### config.mk
export PLATFORM = sky130hd
export DESIGN_NAME = ffsa_cell
export DESIGN_NICKNAME = d
export VERILOG_FILES = /design/src/sv/ffsa_pkg.sv /design/src/sv/ffsa_cell.sv
export SDC_FILE = /design/constraint.sdc
export NUM_CORES = 1
export LEC_CHECK = 0
export ABC_AREA = 0
export BUFFER_PORTS_ARGS = -buffer_cell sky130_fd_sc_hd__buf_2
export CORE_AREA = 3 3 115 117
export DETAILED_ROUTE_END_ITERATION = 8
export DIE_AREA = 0 0 118 120
export PLACE_DENSITY_LB_ADDON = 0.3
export SLEW_MARGIN = 20
export SYNTH_ARGS = -nofsm -noshare
export SYNTH_HDL_FRONTEND = slang
export SYNTH_SLANG_ARGS = --single-unit
### constraint.sdc
create_clock -name clk -period 2.1 [get_ports clk]
set_input_delay 0.105 -clock clk [delete_from_list [all_inputs] [get_ports clk]]
set_output_delay 0.105 -clock clk [all_outputs]
set_load 0.02 [all_outputs]
### src/sv/ffsa_pkg.sv
// Types and constants shared by the first-fit segment allocator.
// No dependencies; used by ffsa_cell and first_fit_segment_allocator_top.
package ffsa_pkg;

	localparam int AW = 32;
	localparam int PAGE_BYTES = 4096;
	localparam int HEADER_BYTES = 32;
	localparam int ALIGN_BYTES = 16;
	localparam int PAGE_BITS = $clog2(PAGE_BYTES);

	localparam logic [AW-1:0] PAGE_W = AW'(PAGE_BYTES);
	localparam logic [AW-1:0] HEADER_W = AW'(HEADER_BYTES);
	localparam logic [AW-1:0] ALIGN_W = AW'(ALIGN_BYTES);
	localparam logic [AW-1:0] SPLIT_MIN_W = AW'(HEADER_BYTES + ALIGN_BYTES);

	typedef enum logic [1:0] {
		CMD_ALLOC = 2'd0,
		CMD_FREE  = 2'd1,
		CMD_ADD   = 2'd2,
		CMD_NONE  = 2'd3
	} cmd_e;

	typedef enum logic [1:0] {
		ST_DONE  = 2'd0,
		ST_NOFIT = 2'd1,
		ST_FULL  = 2'd2,
		ST_RSVD  = 2'd3
	} status_e;

	typedef enum logic [2:0] {
		FSM_IDLE,
		FSM_SCAN,
		FSM_PICK,
		FSM_MERGE,
		FSM_PAGE,
		FSM_SHIFT,
		FSM_WRITE
	} fsm_e;

	typedef enum logic [1:0] {
		OP_HOLD,
		OP_FROM_LEFT,
		OP_FROM_RIGHT,
		OP_LOAD
	} cell_op_e;

	typedef struct packed {
		logic [AW-1:0] start;
		logic [AW-1:0] size;
	} seg_t;

	typedef struct packed {
		cell_op_e op;
		seg_t     seg;
	} cell_ctrl_t;

	typedef struct packed {
		logic [1:0]  command;
		logic [23:0] request_bytes;
		logic [31:0] payload_address;
		logic [31:0] block_bytes;
		logic [31:0] region_start;
		logic [31:0] region_bytes;
	} in_t;

	typedef struct packed {
		logic [1:0]  status;
		logic [31:0] granted_address;
		logic [31:0] granted_bytes;
		logic [31:0] page_request_bytes;
		logic        pages_released;
		logic [31:0] release_start;
		logic [31:0] release_bytes;
	} out_t;

endpackage

### src/sv/ffsa_cell.sv
// One slot of the segment chain: holds a free segment and its occupancy bit.
// Depends on ffsa_pkg.
module ffsa_cell (
	input  logic              clk,
	input  logic              arst_n,
	input  ffsa_pkg::cell_ctrl_t ctrl,
	input  ffsa_pkg::seg_t    left_seg,
	input  logic              left_occ,
	input  ffsa_pkg::seg_t    right_seg,
	input  logic              right_occ,
	input  logic              key_on_size,
	input  logic [ffsa_pkg::AW-1:0] key,
	output ffsa_pkg::seg_t    seg,
	output logic              occ,
	output logic              hit
);

	ffsa_pkg::seg_t seg_q;
	logic           occ_q;

	always_ff @(posedge clk) begin
		case (ctrl.op)
			ffsa_pkg::OP_FROM_LEFT:  seg_q <= left_seg;
			ffsa_pkg::OP_FROM_RIGHT: seg_q <= right_seg;
			ffsa_pkg::OP_LOAD:       seg_q <= ctrl.seg;
			default:                 seg_q <= seg_q;
		endcase
	end

	always_ff @(posedge clk or negedge arst_n) begin
		if (!arst_n) begin
			occ_q <= 1'b0;
		end else begin
			case (ctrl.op)
				ffsa_pkg::OP_FROM_LEFT:  occ_q <= left_occ;
				ffsa_pkg::OP_FROM_RIGHT: occ_q <= right_occ;
				ffsa_pkg::OP_LOAD:       occ_q <= 1'b1;
				default:                 occ_q <= occ_q;
			endcase
		end
	end

	// fit test for allocate, address order test otherwise
	assign hit = occ_q && (key_on_size ? (seg_q.size >= key) : (seg_q.start >= key));
	assign seg = seg_q;
	assign occ = occ_q;

endmodule

==> impl_metrics.tcl <==
set metrics [dict create \
    status "finished, violations left" \
    violations "negative setup slack" \
    grt_max_degree 51 \
    power.density_nw_per_um2 640 \
    pre_cts_ws_ps 37.2 \
    slew_viol_final 0 \
    drtIter0Drc 117 \
    rr_startpoint "occ" \
    min_path_cells 3 \
    setup_ws_ps -173 \
    dieArea_um2 14200 \
    place_hpwl_mm 12.9 \
    cts_buffers 9 \
    synth_async_sr_flop_share 0.0154 \
    synth_nets 773 \
    grt_pass1_vias 4811 \
    synth-seq-cells 65 \
    dieWidth_um 118 \
    yosys_warnings 0 \
    routed_via_density 4.91 \
    clock_sinks 65 \
    yosys_most_used_dff "edfxtp_1" \
    clock-root-buffer "clkbuf_16" \
    finalWeightedCongestion 0.823 \
    fin_worst_skew_ps 0 \
    min_period_over_period 1.08 \
    period_needed_ps 2270 \
    hold_viol 0 \
    synthToLayoutAreaGrowth_pct 43.3 \
    crit_required_ps 2000 \
    slew_headroom 0.695 \
    final_cell_count_no_fill 950 \
    grt_pass1_wl_mm 23.5 \
    placed_cells 932 \
    cp-start-kind "flip-flop" \
    r2r_cells 3 \
    critPathKind "reg2out" \
    io_pins 297 \
    path_cells "ha_1 > nand4_1 > nor3_1 > nand4_1 > a21o_1 > a32oi_1 > buf_4" \
    htreeDepth 3 \
    synth-edff-count 64 \
    grt_overflow 0 \
    yosys-top-cells-area "edfxtp_1, ha_1, mux2i_1" \
    synthTopCellsByCount "a21oi_1, nor2_1, edfxtp_1, ha_1, mux2i_1" \
    min_path_type "in2reg" \
    rrSetupSlack_ps 1090 \
    start_util 0.383 \
    clkLatencyLatePin_ps 320 \
    synth_area_um2 4770 \
    slowest_delay_ps 390 \
    holdWs_ps 48.5 \
    syn_area_per_cell_um2 9.99 \
    wl_mm 15.5 \
    power.total_uw 4380 \
    leakage_uw 0.00348 \
    drtPass1Iterations 4 \
    rsz0062_at_grt "true" \
    grt_use_total 0.210 \
    die_h_um 120 \
    slowest_stage "edfxtp_1" \
    core_um2 12500 \
    max_freq_ghz 0.440 \
    yosysUniqueCellTypes 35 \
    ant_nets 0 \
    r2r_end "occ" \
    yosysSeqAreaShare 0.408 \
    end_kind "output pin" \
    cap_violations 0 \
    drive_above_1_share 0.428 \
    wl_per_cell_um 16.3 \
    numPortBuffers 296 \
    vias 4665 \
    yosys.area.top_type "edfxtp_1" \
    setup_viol 1 \
    vdd_drop_max_uv 338 \
    clockBufferDepth 2 \
    drcViolationCount 0 \
    num_rows 41 \
    cts_tree "yes" \
    cp_max_fo 2 \
    hold_path_end "occ" \
    arrival_ps 2170 \
    nNetsFinal 1068 \
    syn_inst 478 \
    synthMostInstantiatedCell "a21oi_1" \
    n_antenna_cell 0 \
    grt_antenna_before_repair 0 \
    crit_top_cell "nand4_1" \
    hold_path_startpoint "right_occ" \
    worst_pin_slew_ps 457 \
    synth_top_area_share 0.403 \
    clk_pin_slew_ps 50 \
]
-- worst max-delay path by stage --
stage | start | end | slack, ps | depth (start not counted)
2_1_floorplan | seg[34] | hit | 100 | 6
3_3_place_gp | seg[9] | hit | 60 | 9
3_5_place_dp | seg[9] | hit | 40 | 9
4_1_cts | seg[34] | hit | -200 | 7
5_1_grt | seg[9] | hit | -270 | 9
6_report | seg[29] | hit | -170 | 7
-- through the flow --
step	utilization	instance area [um^2]	TNS (ps)
finish	0.549	6840	-173
global route	0.549	6840	-271
CTS	0.544	6780	-200
detailed placement	0.520	6490	0
global placement	0.520	6490	0
floorplan	-	4770	0
-- cell families after synthesis --
kind of cell,after synthesis,synth area share
simple gates,109,0.0993
buf+inv,59,0.0511
mux,64,0.134
compound gates,117,0.140
flops,65,0.408
fa+ha+maj,64,0.168
-- area by class of cell --
| type | count | area (um^2) |
|---|---|---|
| repair buffers | 307 | 1620 |
| multi-input cells | 354 | 2670 |
| well taps | 172 | 215 |
| clock buffers | 11 | 233 |
| clock inverters | 5 | 22.5 |
| inverters | 36 | 135 |
| fillers | 1108 | 5620 |
| flip-flops and latches | 65 | 1950 |
-- power breakdown --
| group | internal [uW] | total [uW] | switching [uW] |
|---|---|---|---|
| registers | 1610 | 1700 | 91.9 |
| logic | 597 | 1370 | 771 |
| clock network | 784 | 1300 | 520 |
| total | 2990 | 4380 | 1380 |
-- flip-flops by register name, indices dropped and copies added (netlist names) --
signal,cells
seg,64
occ,1
-- worst max-delay path, delay by kind of cell, from the launching register on --
| kind | cells | cell delay (ps) |
|---|---|---|
| buf+inv | 1 | 170 |
| simple gates | 3 | 640 |
| compound gates | 2 | 310 |
| fa+ha+maj | 1 | 320 |
| flops | 1 | 390 |
-- cell usage in the layout (no fill, tap or decap), types with 3 or more instances in the layout --
cell type,netlist,layout
a21o_1,6,6
nand2_1,10,10
buf_4,2,9
mux2i_1,64,64
clkbuf_16,0,9
ha_1,64,61
nor2b_1,4,4
nand4_1,9,9
clkinv_2,0,3
buf_12,0,4
a21oi_1,85,84
o21ai_0,8,8
a211oi_1,5,3
nand3_1,5,5
ha_4,0,3
edfxtp_1,64,64
a211oi_2,1,3
inv_1,36,36
nor2_1,75,75
buf_2,6,293
-- layer usage --
metal	global-route usage	up-vias	wire (um)
li1	-	2345	-
met1	0.234	2100	5890
met2	0.395	201	8220
met3	0.0542	19	1130
met4	0.0601	0	247
met5	0	-	0
-- timing repair --
item	in CTS	in global routing
hold buffers	1	0
endpoints found under the hold margin	1	0
gates resized for setup	5	7
pin swaps	4	5
setup endpoints to repair	1	1
setup buffers	0	1
Note: power is estimated with default switching activity, not from simulation.
